### src/sv/xsr_pkg.sv
// Shared constants, types and a helper function for the xoshiro256++ generator.
package xsr_pkg;

   localparam int WORD_WIDTH     = 64;
   localparam int HALF_WIDTH     = WORD_WIDTH / 2;
   localparam int FRAC_WIDTH     = 24;
   localparam int WORD_COUNT     = 4;
   localparam int INDEX_WIDTH    = $clog2(WORD_COUNT);
   localparam int RSP_DATA_WIDTH = ((WORD_WIDTH + FRAC_WIDTH + 7) / 8) * 8;

   localparam logic [WORD_WIDTH-1:0] GOLDEN_GAMMA = 64'h9E37_79B9_7F4A_7C15;
   localparam logic [WORD_WIDTH-1:0] MIX_MUL_A    = 64'hBF58_476D_1CE4_E5B9;
   localparam logic [WORD_WIDTH-1:0] MIX_MUL_B    = 64'h94D0_49BB_1331_11EB;

   localparam int MIX_SHIFT_A  = 30;
   localparam int MIX_SHIFT_B  = 27;
   localparam int MIX_SHIFT_C  = 31;
   localparam int OUT_ROT      = 23;
   localparam int SHIFT_T      = 17;
   localparam int STATE_ROT    = 45;
   localparam int FRAC_SHIFT   = WORD_WIDTH - FRAC_WIDTH;

   // Operation codes carried in the request tuser bit.
   typedef enum logic {
      OP_NEXT   = 1'b0,
      OP_RESEED = 1'b1
   } opcode_type;

   // One state-word write from the seeding sequencer.
   typedef struct packed {
      logic                   valid;
      logic [INDEX_WIDTH-1:0] index;
      logic [WORD_WIDTH-1:0]  word;
   } seed_write_type;

   // Rotate left by a constant amount between 1 and 63.
   function automatic logic [WORD_WIDTH-1:0] rotl(input logic [WORD_WIDTH-1:0] value,
                                                  input int amount);
      rotl = (value << amount) | (value >> (WORD_WIDTH - amount));
   endfunction

endpackage

### src/sv/xsr_mul_unit.sv
// Iterative 64x64 multiplier giving the low 64 bits, built on one 32x32 multiplier.
module xsr_mul_unit (
   input  logic                           clock,
   input  logic                           reset,
   input  logic                           start,
   input  logic [xsr_pkg::WORD_WIDTH-1:0] a_value,
   input  logic [xsr_pkg::WORD_WIDTH-1:0] b_value,
   output logic                           done,
   output logic [xsr_pkg::WORD_WIDTH-1:0] product
);

   localparam int HW = xsr_pkg::HALF_WIDTH;
   localparam int WW = xsr_pkg::WORD_WIDTH;

   localparam logic [1:0] STEP_LOW_LOW  = 2'd0;
   localparam logic [1:0] STEP_LOW_HIGH = 2'd1;
   localparam logic [1:0] STEP_HIGH_LOW = 2'd2;

   logic [WW-1:0] a_ff, a_in;
   logic [WW-1:0] b_ff, b_in;
   logic [WW-1:0] acc_ff, acc_in;
   logic [1:0]    step_ff, step_in;
   logic          active_ff, active_in;
   logic          done_ff, done_in;

   logic [HW-1:0] op_x, op_y;
   logic [WW-1:0] partial;

   always_comb begin
      case (step_ff)
         STEP_LOW_LOW: begin
            op_x = a_ff[HW-1:0];
            op_y = b_ff[HW-1:0];
         end
         STEP_LOW_HIGH: begin
            op_x = a_ff[HW-1:0];
            op_y = b_ff[WW-1:HW];
         end
         default: begin
            op_x = a_ff[WW-1:HW];
            op_y = b_ff[HW-1:0];
         end
      endcase
      partial = op_x * op_y;
   end

   always_comb begin
      a_in      = a_ff;
      b_in      = b_ff;
      acc_in    = acc_ff;
      step_in   = step_ff;
      active_in = active_ff;
      done_in   = 1'b0;
      if (active_ff) begin
         if (step_ff == STEP_LOW_LOW) begin
            acc_in = partial;
         end else begin
            acc_in = {acc_ff[WW-1:HW] + partial[HW-1:0], acc_ff[HW-1:0]};
         end
         if (step_ff == STEP_HIGH_LOW) begin
            active_in = 1'b0;
            done_in   = 1'b1;
         end else begin
            step_in = step_ff + 2'd1;
         end
      end else if (start) begin
         a_in      = a_value;
         b_in      = b_value;
         step_in   = STEP_LOW_LOW;
         active_in = 1'b1;
      end
   end

   always_ff @(posedge clock) begin
      a_ff   <= a_in;
      b_ff   <= b_in;
      acc_ff <= acc_in;
      if (reset) begin
         step_ff   <= STEP_LOW_LOW;
         active_ff <= 1'b0;
         done_ff   <= 1'b0;
      end else begin
         step_ff   <= step_in;
         active_ff <= active_in;
         done_ff   <= done_in;
      end
   end

   assign done    = done_ff;
   assign product = acc_ff;

endmodule

### src/sv/xsr_seeder.sv
// SplitMix64 seed expansion sequencer driving the shared multiplier.
module xsr_seeder (
   input  logic                           clock,
   input  logic                           reset,
   input  logic                           start,
   input  logic [xsr_pkg::WORD_WIDTH-1:0] seed,
   output logic                           busy,
   output xsr_pkg::seed_write_type        write
);

   localparam int WW = xsr_pkg::WORD_WIDTH;
   localparam int IW = xsr_pkg::INDEX_WIDTH;
   localparam logic [IW-1:0] LAST_INDEX = IW'(xsr_pkg::WORD_COUNT - 1);

   typedef enum logic [3:0] {
      ST_IDLE   = 4'b0001,
      ST_LAUNCH = 4'b0010,
      ST_MIX_A  = 4'b0100,
      ST_MIX_B  = 4'b1000
   } seed_state_type;

   seed_state_type state_ff, state_in;
   logic [WW-1:0]  z_ff, z_in;
   logic [IW-1:0]  index_ff, index_in;

   logic          mul_start;
   logic [WW-1:0] mul_a, mul_b;
   logic          mul_done;
   logic [WW-1:0] mul_product;

   xsr_mul_unit u_mul (
      .clock   (clock),
      .reset   (reset),
      .start   (mul_start),
      .a_value (mul_a),
      .b_value (mul_b),
      .done    (mul_done),
      .product (mul_product)
   );

   always_comb begin
      state_in    = state_ff;
      z_in        = z_ff;
      index_in    = index_ff;
      mul_start   = 1'b0;
      mul_a       = '0;
      mul_b       = '0;
      write.valid = 1'b0;
      write.index = index_ff;
      write.word  = mul_product ^ (mul_product >> xsr_pkg::MIX_SHIFT_C);
      unique case (state_ff)
         ST_IDLE: begin
            if (start) begin
               z_in     = seed + xsr_pkg::GOLDEN_GAMMA;
               index_in = '0;
               state_in = ST_LAUNCH;
            end
         end
         ST_LAUNCH: begin
            mul_start = 1'b1;
            mul_a     = z_ff ^ (z_ff >> xsr_pkg::MIX_SHIFT_A);
            mul_b     = xsr_pkg::MIX_MUL_A;
            state_in  = ST_MIX_A;
         end
         ST_MIX_A: begin
            if (mul_done) begin
               mul_start = 1'b1;
               mul_a     = mul_product ^ (mul_product >> xsr_pkg::MIX_SHIFT_B);
               mul_b     = xsr_pkg::MIX_MUL_B;
               state_in  = ST_MIX_B;
            end
         end
         ST_MIX_B: begin
            if (mul_done) begin
               write.valid = 1'b1;
               z_in        = z_ff + xsr_pkg::GOLDEN_GAMMA;
               index_in    = index_ff + IW'(1);
               state_in    = (index_ff == LAST_INDEX) ? ST_IDLE : ST_LAUNCH;
            end
         end
         default: state_in = ST_IDLE;
      endcase
   end

   // Reset starts an expansion of seed zero, whose first counter value is the gamma itself.
   always_ff @(posedge clock) begin
      if (reset) begin
         state_ff <= ST_LAUNCH;
         z_ff     <= xsr_pkg::GOLDEN_GAMMA;
         index_ff <= '0;
      end else begin
         state_ff <= state_in;
         z_ff     <= z_in;
         index_ff <= index_in;
      end
   end

   assign busy = (state_ff != ST_IDLE);

endmodule

### src/sv/xoshiro256pp_generator.sv
// Top level of the xoshiro256++ generator with SplitMix64 seeding.
//
// Requests arrive on the req_ channel: req_tuser selects the operation (0 = next word,
// 1 = reseed) and req_tdata carries the 64-bit seed, which only a reseed uses.
// A next item is taken when no seeding runs and the result register is free or being
// drained; its result appears on rsp_ in the next cycle: the 64-bit xoshiro256++ word
// from the state before the update, and above it its top 24 bits as a 0.24 fraction.
// Back-to-back next items stream at one item per cycle while rsp_tready stays high.
// A reseed item gives no result. It runs the SplitMix64 expansion on one shared
// 32x32 multiplier under a small sequencer: each of the four state words needs two
// 64-bit products of three partial products each, so the block is not ready until
// all four words are written after a reseed is accepted.
// After reset the same sequencer expands seed zero into the state, so req_tready stays
// low until all four words are written, before the first item can be taken.
// When the receiver holds rsp_tready low, the finished item waits in the result
// register and no further next item is accepted until it is taken.
module xoshiro256pp_generator (
   input  logic                                  clock,
   input  logic                                  reset,
   input  logic                                  req_tvalid,
   output logic                                  req_tready,
   input  logic [xsr_pkg::WORD_WIDTH-1:0]        req_tdata,  // [63:0] seed_value
   input  logic                                  req_tuser,  // [0] opcode
   output logic                                  rsp_tvalid,
   input  logic                                  rsp_tready,
   output logic [xsr_pkg::RSP_DATA_WIDTH-1:0]    rsp_tdata   // [63:0] random_word,
                                                             // [87:64] unit_fraction
);

   localparam int WW = xsr_pkg::WORD_WIDTH;
   localparam int FW = xsr_pkg::FRAC_WIDTH;
   localparam int RW = xsr_pkg::RSP_DATA_WIDTH;

   logic [WW-1:0] gen_words_ff [xsr_pkg::WORD_COUNT];
   logic [WW-1:0] gen_words_in [xsr_pkg::WORD_COUNT];

   logic          rsp_valid_ff, rsp_valid_in;
   logic [RW-1:0] rsp_data_ff, rsp_data_in;

   logic                    seed_busy;
   logic                    seed_start;
   xsr_pkg::seed_write_type seed_write;

   logic          req_accept;
   logic          next_accept;
   logic [WW-1:0] s0, s1, s2, s3;
   logic [WW-1:0] random_word;
   logic [FW-1:0] unit_fraction;

   xsr_seeder u_seeder (
      .clock (clock),
      .reset (reset),
      .start (seed_start),
      .seed  (req_tdata),
      .busy  (seed_busy),
      .write (seed_write)
   );

   // The result register parts the two sides: a new item may enter while the old one leaves.
   assign req_tready  = !seed_busy && (!rsp_valid_ff || rsp_tready);
   assign req_accept  = req_tvalid && req_tready;
   assign seed_start  = req_accept && (xsr_pkg::opcode_type'(req_tuser) == xsr_pkg::OP_RESEED);
   assign next_accept = req_accept && (xsr_pkg::opcode_type'(req_tuser) == xsr_pkg::OP_NEXT);

   assign s0 = gen_words_ff[0];
   assign s1 = gen_words_ff[1];
   assign s2 = gen_words_ff[2];
   assign s3 = gen_words_ff[3];

   assign random_word   = xsr_pkg::rotl(s0 + s3, xsr_pkg::OUT_ROT) + s0;
   assign unit_fraction = random_word[xsr_pkg::FRAC_SHIFT +: FW];

   always_comb begin
      gen_words_in = gen_words_ff;
      if (seed_write.valid) begin
         gen_words_in[seed_write.index] = seed_write.word;
      end else if (next_accept) begin
         // One xoshiro256 step, with the sequential xors of the update folded together.
         gen_words_in[0] = s0 ^ s3 ^ s1;
         gen_words_in[1] = s1 ^ s2 ^ s0;
         gen_words_in[2] = s2 ^ s0 ^ (s1 << xsr_pkg::SHIFT_T);
         gen_words_in[3] = xsr_pkg::rotl(s3 ^ s1, xsr_pkg::STATE_ROT);
      end
   end

   always_comb begin
      rsp_valid_in = rsp_valid_ff;
      rsp_data_in  = rsp_data_ff;
      if (rsp_valid_ff && rsp_tready) begin
         rsp_valid_in = 1'b0;
      end
      if (next_accept) begin
         rsp_valid_in = 1'b1;
         rsp_data_in  = RW'({unit_fraction, random_word});
      end
   end

   always_ff @(posedge clock) begin
      gen_words_ff <= gen_words_in;
      rsp_data_ff  <= rsp_data_in;
      if (reset) begin
         rsp_valid_ff <= 1'b0;
      end else begin
         rsp_valid_ff <= rsp_valid_in;
      end
   end

   assign rsp_tvalid = rsp_valid_ff;
   assign rsp_tdata  = rsp_data_ff;

endmodule
### config.mk
export PLATFORM = sky130hd
export DESIGN_NAME = xoshiro256pp_generator
export DESIGN_NICKNAME = d
export VERILOG_FILES = /design/src/sv/xsr_pkg.sv /design/src/sv/xsr_mul_unit.sv /design/src/sv/xsr_seeder.sv /design/src/sv/xoshiro256pp_generator.sv
export SDC_FILE = /design/constraint.sdc
export NUM_CORES = 2
export LEC_CHECK = 0
export ABC_CLOCK_PERIOD_IN_PS = 12800
export BUFFER_PORTS_ARGS = -buffer_cell sky130_fd_sc_hd__buf_2
export CORE_UTILIZATION = 35
export DETAILED_ROUTE_END_ITERATION = 6
export GPL_TIMING_DRIVEN = 1
export SKIP_CTS_REPAIR_TIMING = 1
export SLEW_MARGIN = 20
export SYNTH_ARGS = -nofsm -noshare
export SYNTH_HDL_FRONTEND = slang
export SYNTH_SLANG_ARGS = --single-unit
### constraint.sdc
create_clock -name clock -period 12.8 [get_ports clock]
set_clock_uncertainty 0.2 [all_clocks]
set_input_delay 0 -clock clock [delete_from_list [all_inputs] [get_ports clock]]
set_output_delay 0 -clock clock [all_outputs]
set_load 0.1 [all_outputs]
**Word level (Yosys, flattened, before mapping)**

Cells that the tools add are included.

- Flip-flop bits (word level): 611
- Input bits: 69
- Output and inout bits: 90

- Add/subtract/negate cells: 7
- $mul: 1
- Order comparisons: 2
- Equality and inequality tests: 12
- Mux-type cells: 35
- Bitwise operators: 15
- Reductions and logical operators: 21

Operators with widths:

| cell | number |
|---|---|
| $mux 256 | 2 |
| $xor 64x64->64 | 7 |
| $mux 64 | 6 |
| $pmux 64 s2 | 3 |
| $bwmux 256 | 1 |
| $add 64x64->64 | 2 |
| $add 64x64->64 const B | 2 |
| $demux 64 s2 | 1 |
| $mul 32x32->64 | 1 |
| $mux 32 | 2 |
| $or 64x23->64 | 1 |
| $or 64x45->64 | 1 |
| $xor 64x33->64 | 1 |
| $xor 64x34->64 | 1 |
| $xor 64x37->64 | 1 |
| $add 32x32->32 | 1 |
| $pmux 4 s4 | 1 |
| $mux 2 | 6 |
| $mux 4 | 3 |
| $mux 1 | 8 |
| $ne 2x2->1 const B | 4 |
| $reduce_bool 2->1 | 4 |
| $logic_and 1x1->1 | 6 |
| $reduce_and 2->1 | 3 |
| other kinds (19) | 25 |

**Longest topological paths before layout**

- Word-level depth: 7
- Gate-level depth with buffers: 42
- Mapped depth without buffers: 41

**By module**

From an unflattened synthesis, not the netlist that was laid out.

- Cells, all modules: 7,768
- Area, all modules: 71,476.1 µm²

Modules (own cells, without submodules):

| module | instances | cells an instance | area each (µm²) |
|---|---|---|---|
| xsr_mul_unit | 1 | 4,287 | 40,948.0 |
| xoshiro256pp_generator | 1 | 2,348 | 22,529.1 |
| xsr_seeder | 1 | 1,133 | 7,998.9 |

**Worst setup path before layout**

Ideal clock, no wire load.

- Path type: register -> register
- Start: register u_seeder.u_mul.step_ff[0]
- End: register u_seeder.u_mul.acc_ff[62], in the netlist u_seeder.u_mul.product[62] (data pin)
- Setup time: 269 ps
- Data arrival time: 9,685 ps
- Data required time: 12,331 ps
- Setup slack: 2,646 ps
- Cell stages (with the launch flop): 39
- Cell sequence: dfxtp_1 -> inv_1 -> ha_1 -> nor2_1 -> clkbuf_1 -> clkbuf_1 -> mux2_2 -> nand2_1 -> inv_1 -> nand2_1 -> o21ai_0 -> fa_1 -> fa_1 -> fa_1 -> inv_1 -> fa_1 -> inv_1 -> fa_1 -> [3 not listed] -> fa_1 -> inv_1 -> ha_1 -> clkbuf_1 -> nand2_1 -> nor4_1 -> a21bo_2 -> xor2_1 -> ha_1 -> a21o_1 -> a21o_1 -> a21o_1 -> a21oi_1 -> o21ai_0 -> o41ai_1 -> o21ai_0 -> xnor2_1 -> o211ai_1

- Cells in the longest elaborated chain, start to end: 6
- Elaborated cells on any way between the ends: 8
- Those cells by class: add/sub (1); mul (1); eq/ne (1); mux (3); reduce/logical (2)

Ends and longest elaborated chain:

| what | RTL line | source |
|---|---|---|
| from (decl) | xsr_mul_unit.sv:22 | `logic [1:0] step_ff, step_in;` |
| from (signal assigned) | xsr_mul_unit.sv:83 | `step_ff <= step_in;` |
| $eq 2x1->1 / $logic_not 2->1 (equally long branches) | xsr_mul_unit.sv:30 | `case (step_ff)` |
| $reduce_or 2->1 (no source line) | - |  |
| $mux 32 | xsr_mul_unit.sv:30 |  |
| $mul 32x32->64 (*) | xsr_mul_unit.sv:44 | `partial = op_x * op_y;` |
| net u_seeder.u_mul.partial[22] | xsr_mul_unit.sv:27 | `logic [WW-1:0] partial;` |
| $add 32x32->32 (*) | xsr_mul_unit.sv:58 | `acc_in = {acc_ff[WW-1:HW] + partial[HW-1:0], acc_ff[HW-1:0]};` |
| $mux 64 (*) | xsr_mul_unit.sv:55 | `if (step_ff == STEP_LOW_LOW) begin` |
| to (signal assigned) | xsr_mul_unit.sv:77 | `acc_ff <= acc_in;` |
| to (decl) | xsr_mul_unit.sv:21 | `logic [WW-1:0] acc_ff, acc_in;` |

The timed path passes the listed nets; every way through them passes the cells marked *.
A chain may end at the register's enable or synchronous reset.

**Worst setup path after layout**

- Start: register u_seeder.u_mul.step_ff[1]
- End: register u_seeder.u_mul.acc_ff[61], in the netlist u_seeder.u_mul.product[61] (data pin)

- Cells in the longest elaborated chain, start to end: 6
- Elaborated cells on any way between the ends: 8
- Those cells by class: add/sub (1); mul (1); eq/ne (1); mux (3); reduce/logical (2)

Ends and longest elaborated chain:

| what | RTL line |
|---|---|
| $eq 2x1->1 / $logic_not 2->1 (equally long branches) | xsr_mul_unit.sv:30, xsr_mul_unit.sv:55 |
| $reduce_or 2->1 (no source line) | - |
| $mux 32 | xsr_mul_unit.sv:30 |
| $mul 32x32->64 | xsr_mul_unit.sv:44 |
| $add 32x32->32 | xsr_mul_unit.sv:58 |
| $mux 64 (*) | xsr_mul_unit.sv:55 |

Every way passes the cells marked *; elsewhere a longest branch is shown, timed or not.

==> impl_summary.log <==
INFO  metric hp_start = req_tdata[17]
INFO  metric synth_edf_count = 451
INFO  metric yosys_warnings = 0
INFO  metric clk_pin_slew = 0.07 ns
INFO  metric synth_sequential_area_ratio = 0.223
INFO  metric mappedNetlistNets = 8660
INFO  metric rr_worst_depth = 28
INFO  metric post_drt_wl_per_cell = 28.3 µm
INFO  metric clockRootBuffer = sky130_fd_sc_hd__clkbuf_16
INFO  metric crit-reg2reg-capture = u_seeder.u_mul.product[61]
INFO  metric tritoncts_clock_tree = yes
INFO  metric final_min_period_over_clock_period = 0.876
INFO  metric most_common_cell_after_layout_fill_and_taps_aside = sky130_fd_sc_hd__inv_1
INFO  metric holdWs = -0.0129 ns
INFO  metric min_delay_worst_endpoint = u_seeder.z_ff[17]
INFO  metric crit_arrival = 11.39 ns
INFO  metric tightest_slew = 1.25 ns
INFO  metric die_y = 441 µm
INFO  metric first_pass_iters = 7
INFO  metric run_status = finished with violations
INFO  metric max_cap_violations = 0
INFO  metric via_per_inst = 5.65
INFO  metric synth-seq-cells = 526
INFO  metric reg2reg_from = u_seeder.u_mul.step_ff[1]
INFO  metric async_flop_share = 0
INFO  metric grt_total_ovfl = 0
INFO  metric die_width = 441 µm
INFO  metric multi_input_comb_area = 0.0468 mm²
INFO  metric clock_insertion_delay_worst_skew = 0.68 ns
INFO  metric std_cell_rows = 160
INFO  metric gp_congestion = 1.02
INFO  metric final-hold-violation-count = 1
INFO  metric timing.reg2reg.setup_slack = 1.58 ns
INFO  metric maxClockFrequency = 89.2 MHz
INFO  metric critPathMaxFanout = 41
INFO  metric holdPathStages = 6
INFO  metric pin_count = 159
INFO  metric final_layout_size_suffix_gt1_frac = 0.0636
INFO  metric detail_route.iter0.violations = 6396
INFO  metric layout_common_cells = sky130_fd_sc_hd__inv_1, sky130_fd_sc_hd__fa_1, sky130_fd_sc_hd__ha_1
INFO  metric detail_route.wirelength = 276 mm
INFO  metric netlist_instances = 7268
INFO  metric fillCellCount = 19319
INFO  metric number_of_global_route_vias_before_repair = 53905
INFO  metric kind_of_path_behind_the_tightest_hold_check = in2reg
INFO  metric design.core.area = 0.191 mm²
INFO  metric critical-path-max-stage-delay = 0.95 ns
INFO  metric globalRouteTotalUtil = 0.279
INFO  metric dieArea = 0.195 mm²
INFO  metric grt_max_degree = 258
INFO  metric rsz0062_at_grt = false
INFO  metric worst_setup_path_start_kind = register
INFO  metric setup-tns-final = 0 ns
INFO  metric grt_first_pass_wirelength = 392 mm
INFO  metric port_buffers = 158
INFO  metric maxSlewHeadroom = 0.160
INFO  metric path_class = reg2reg
INFO  metric cts_buffer_depth = 3
INFO  metric dr_total_vias = 55094
INFO  metric cts_sinks = 526
INFO  metric post_synth.cell_area_avg = 9.29 µm²
INFO  metric synth_ff_type = sky130_fd_sc_hd__edfxtp_1
INFO  metric antenna_left = 0
INFO  metric seq_area = 0.0150 mm²
INFO  metric synth_cell_type_count = 96
INFO  metric critical_path_required = 12.98 ns
INFO  metric timing.critical_path.from = u_seeder.u_mul.step_ff[1]
INFO  metric syn_area = 0.0675 mm²
INFO  metric violations = DRC, hold timing
INFO  metric tritoncts.num_buffers = 55
INFO  metric timing.critical_path.to_type = register
INFO  metric layout_overhead_on_the_synthesized_area = 8.29%
INFO  metric crit_path_frequent_cell = sky130_fd_sc_hd__fa_1
INFO  metric start_util = 0.354
INFO  metric period_needed = 11.22 ns
INFO  metric post-dp-hpwl = 229 mm
INFO  metric crit_path_top_delay_cell = sky130_fd_sc_hd__a2111oi_0
INFO  metric num-nets-final = 8581
INFO  metric drt_drc_violations_left = 1
INFO  metric setup_viol = 0
INFO  metric cts_htree_levels = 2
INFO  metric final_max_slew_viol_count = 0
INFO  metric initial_antenna_violation_count = 21
[per-stage QoR]
| stage | util | worst slack, ns | instances | hold WS [ns] | area (µm²) |
|---|---|---|---|---|---|
| after floorplan | - | 2.65 | 7268 | -0.00317 | 67500 |
| after global placement | 0.368 | 1.69 | 9551 | 0.188 | 70200 |
| after detailed placement | 0.368 | 1.67 | 9551 | 0.200 | 70200 |
| after CTS | 0.378 | 1.63 | 9654 | -0.503 | 72200 |
| after global routing | 0.383 | 1.01 | 9752 | 0.0256 | 73100 |
| final | 0.383 | 1.58 | 9754 | -0.0129 | 73100 |
[sequential cells by signal, indices dropped and copies added (netlist names)]
register                  cells
u_seeder.state_ff             4
u_seeder.u_mul.active_ff      1
u_seeder.z_ff                64
s3                           64
rsp_tvalid                    1
u_seeder.u_mul.a_ff          64
s1                           64
rsp_tdata                    64
u_seeder.index_ff             2
u_seeder.u_mul.product       64
u_seeder.u_mul.b_ff           3
u_seeder.u_mul.step_ff        2
u_seeder.u_mul.done           1
s0                           64
s2                           64
[cell usage after synthesis, types with 9 or more instances]
| library cell | number | share of area |
|---|---|---|
| sky130_fd_sc_hd__a21oi_1 | 401 | 0.030 |
| sky130_fd_sc_hd__a2111oi_0 | 10 | 0.0013 |
| sky130_fd_sc_hd__nor4_1 | 16 | 0.0015 |
| sky130_fd_sc_hd__buf_4 | 27 | 0.0030 |
| sky130_fd_sc_hd__a21boi_0 | 16 | 0.0018 |
| sky130_fd_sc_hd__clkbuf_1 | 287 | 0.016 |
| sky130_fd_sc_hd__o31ai_1 | 22 | 0.0024 |
| sky130_fd_sc_hd__nand3_1 | 319 | 0.024 |
| sky130_fd_sc_hd__and2_1 | 30 | 0.0028 |
| sky130_fd_sc_hd__or3_1 | 32 | 0.0030 |
| sky130_fd_sc_hd__xor2_1 | 181 | 0.023 |
| sky130_fd_sc_hd__nor2b_1 | 43 | 0.0040 |
| sky130_fd_sc_hd__a21o_1 | 150 | 0.017 |
| sky130_fd_sc_hd__a211oi_1 | 47 | 0.0052 |
| sky130_fd_sc_hd__a211o_1 | 15 | 0.0019 |
| sky130_fd_sc_hd__a31oi_1 | 51 | 0.0047 |
| sky130_fd_sc_hd__inv_1 | 1038 | 0.058 |
| sky130_fd_sc_hd__and4_1 | 9 | 0.0012 |
| sky130_fd_sc_hd__o21a_1 | 28 | 0.0031 |
| sky130_fd_sc_hd__fa_1 | 830 | 0.25 |
| sky130_fd_sc_hd__nand2b_1 | 28 | 0.0026 |
| sky130_fd_sc_hd__xnor2_1 | 457 | 0.059 |
| sky130_fd_sc_hd__o21bai_1 | 54 | 0.0060 |
| sky130_fd_sc_hd__and3_1 | 104 | 0.0096 |
| sky130_fd_sc_hd__ha_1 | 493 | 0.091 |
| sky130_fd_sc_hd__nor3_1 | 73 | 0.0054 |
| sky130_fd_sc_hd__o21ai_1 | 10 | 0.00074 |
| sky130_fd_sc_hd__o21ai_0 | 458 | 0.034 |
| sky130_fd_sc_hd__o2111ai_1 | 9 | 0.0012 |
| sky130_fd_sc_hd__or2_2 | 53 | 0.0049 |
| sky130_fd_sc_hd__a22o_1 | 32 | 0.0041 |
| sky130_fd_sc_hd__o22ai_1 | 51 | 0.0047 |
| sky130_fd_sc_hd__dfxtp_1 | 75 | 0.022 |
| sky130_fd_sc_hd__buf_1 | 86 | 0.0048 |
| sky130_fd_sc_hd__o211ai_1 | 24 | 0.0027 |
| sky130_fd_sc_hd__nand4_1 | 52 | 0.0048 |
| sky130_fd_sc_hd__a221oi_1 | 14 | 0.0018 |
| sky130_fd_sc_hd__mux2_2 | 47 | 0.0078 |
| sky130_fd_sc_hd__nor2_1 | 424 | 0.024 |
| sky130_fd_sc_hd__mux2i_1 | 58 | 0.0086 |
| sky130_fd_sc_hd__nand2_1 | 474 | 0.026 |
| sky130_fd_sc_hd__edfxtp_1 | 451 | 0.20 |
| sky130_fd_sc_hd__buf_2 | 38 | 0.0028 |
[worst max-delay path by stage]
stage                     cells after the start  slack [ns]                    endpoint
final                                        28        1.58  u_seeder.u_mul.product[61]
after detailed placement                     36        1.67  u_seeder.u_mul.product[62]
after CTS                                    36        1.63  u_seeder.u_mul.product[62]
after global placement                       36        1.69  u_seeder.u_mul.product[62]
after global routing                         41        1.01  u_seeder.u_mul.product[62]
after floorplan                              38        2.65  u_seeder.u_mul.product[62]
[cells by family after synthesis]
group | Yosys count | share of synthesized area
multiplexers | 111 | 0.0177
buffers and inverters | 1486 | 0.0855
XOR/XNOR | 638 | 0.0827
AO/OA/AOI/OAI | 1496 | 0.137
flip-flops | 526 | 0.223
adder cells (fa/ha/maj) | 1323 | 0.337
AND/OR/NAND/NOR | 1688 | 0.117
[layer usage]
| layer | vias up | share of wire | global-route usage |
|---|---|---|---|
| met5 | - | 0.00023 | 0 |
| met4 | 12 | 0.050 | 0.115 |
| met3 | 471 | 0.087 | 0.0416 |
| met2 | 2786 | 0.45 | 0.437 |
| met1 | 27656 | 0.41 | 0.385 |
| li1 | 24169 | - | - |
[cell type report]
type,instances,area share
antenna,8,0.000274
clock buffer,65,0.0200
clock inverter,38,0.00712
inverter,1039,0.0533
multi-input combinational,5256,0.640
sequential,526,0.206
tap,2511,0.0430
timing repair buffer,311,0.0305
[critical path, delay by kind of cell (launching register included)]
| kind | cells | cell delay, ns |
|---|---|---|
| adders and majority gates | 10 | 5.02 |
| xor gates and xnor gates | 1 | 0.22 |
| buffers and inverters | 7 | 0.90 |
| muxes | 2 | 1.01 |
| AOI/OAI and AO/OA | 5 | 2.28 |
| DFF | 1 | 0.36 |
| and+or+nand+nor | 3 | 0.91 |
Power is not shown: default switching activity piles up to over one toggle a cycle in this logic, so the estimate is an artifact.
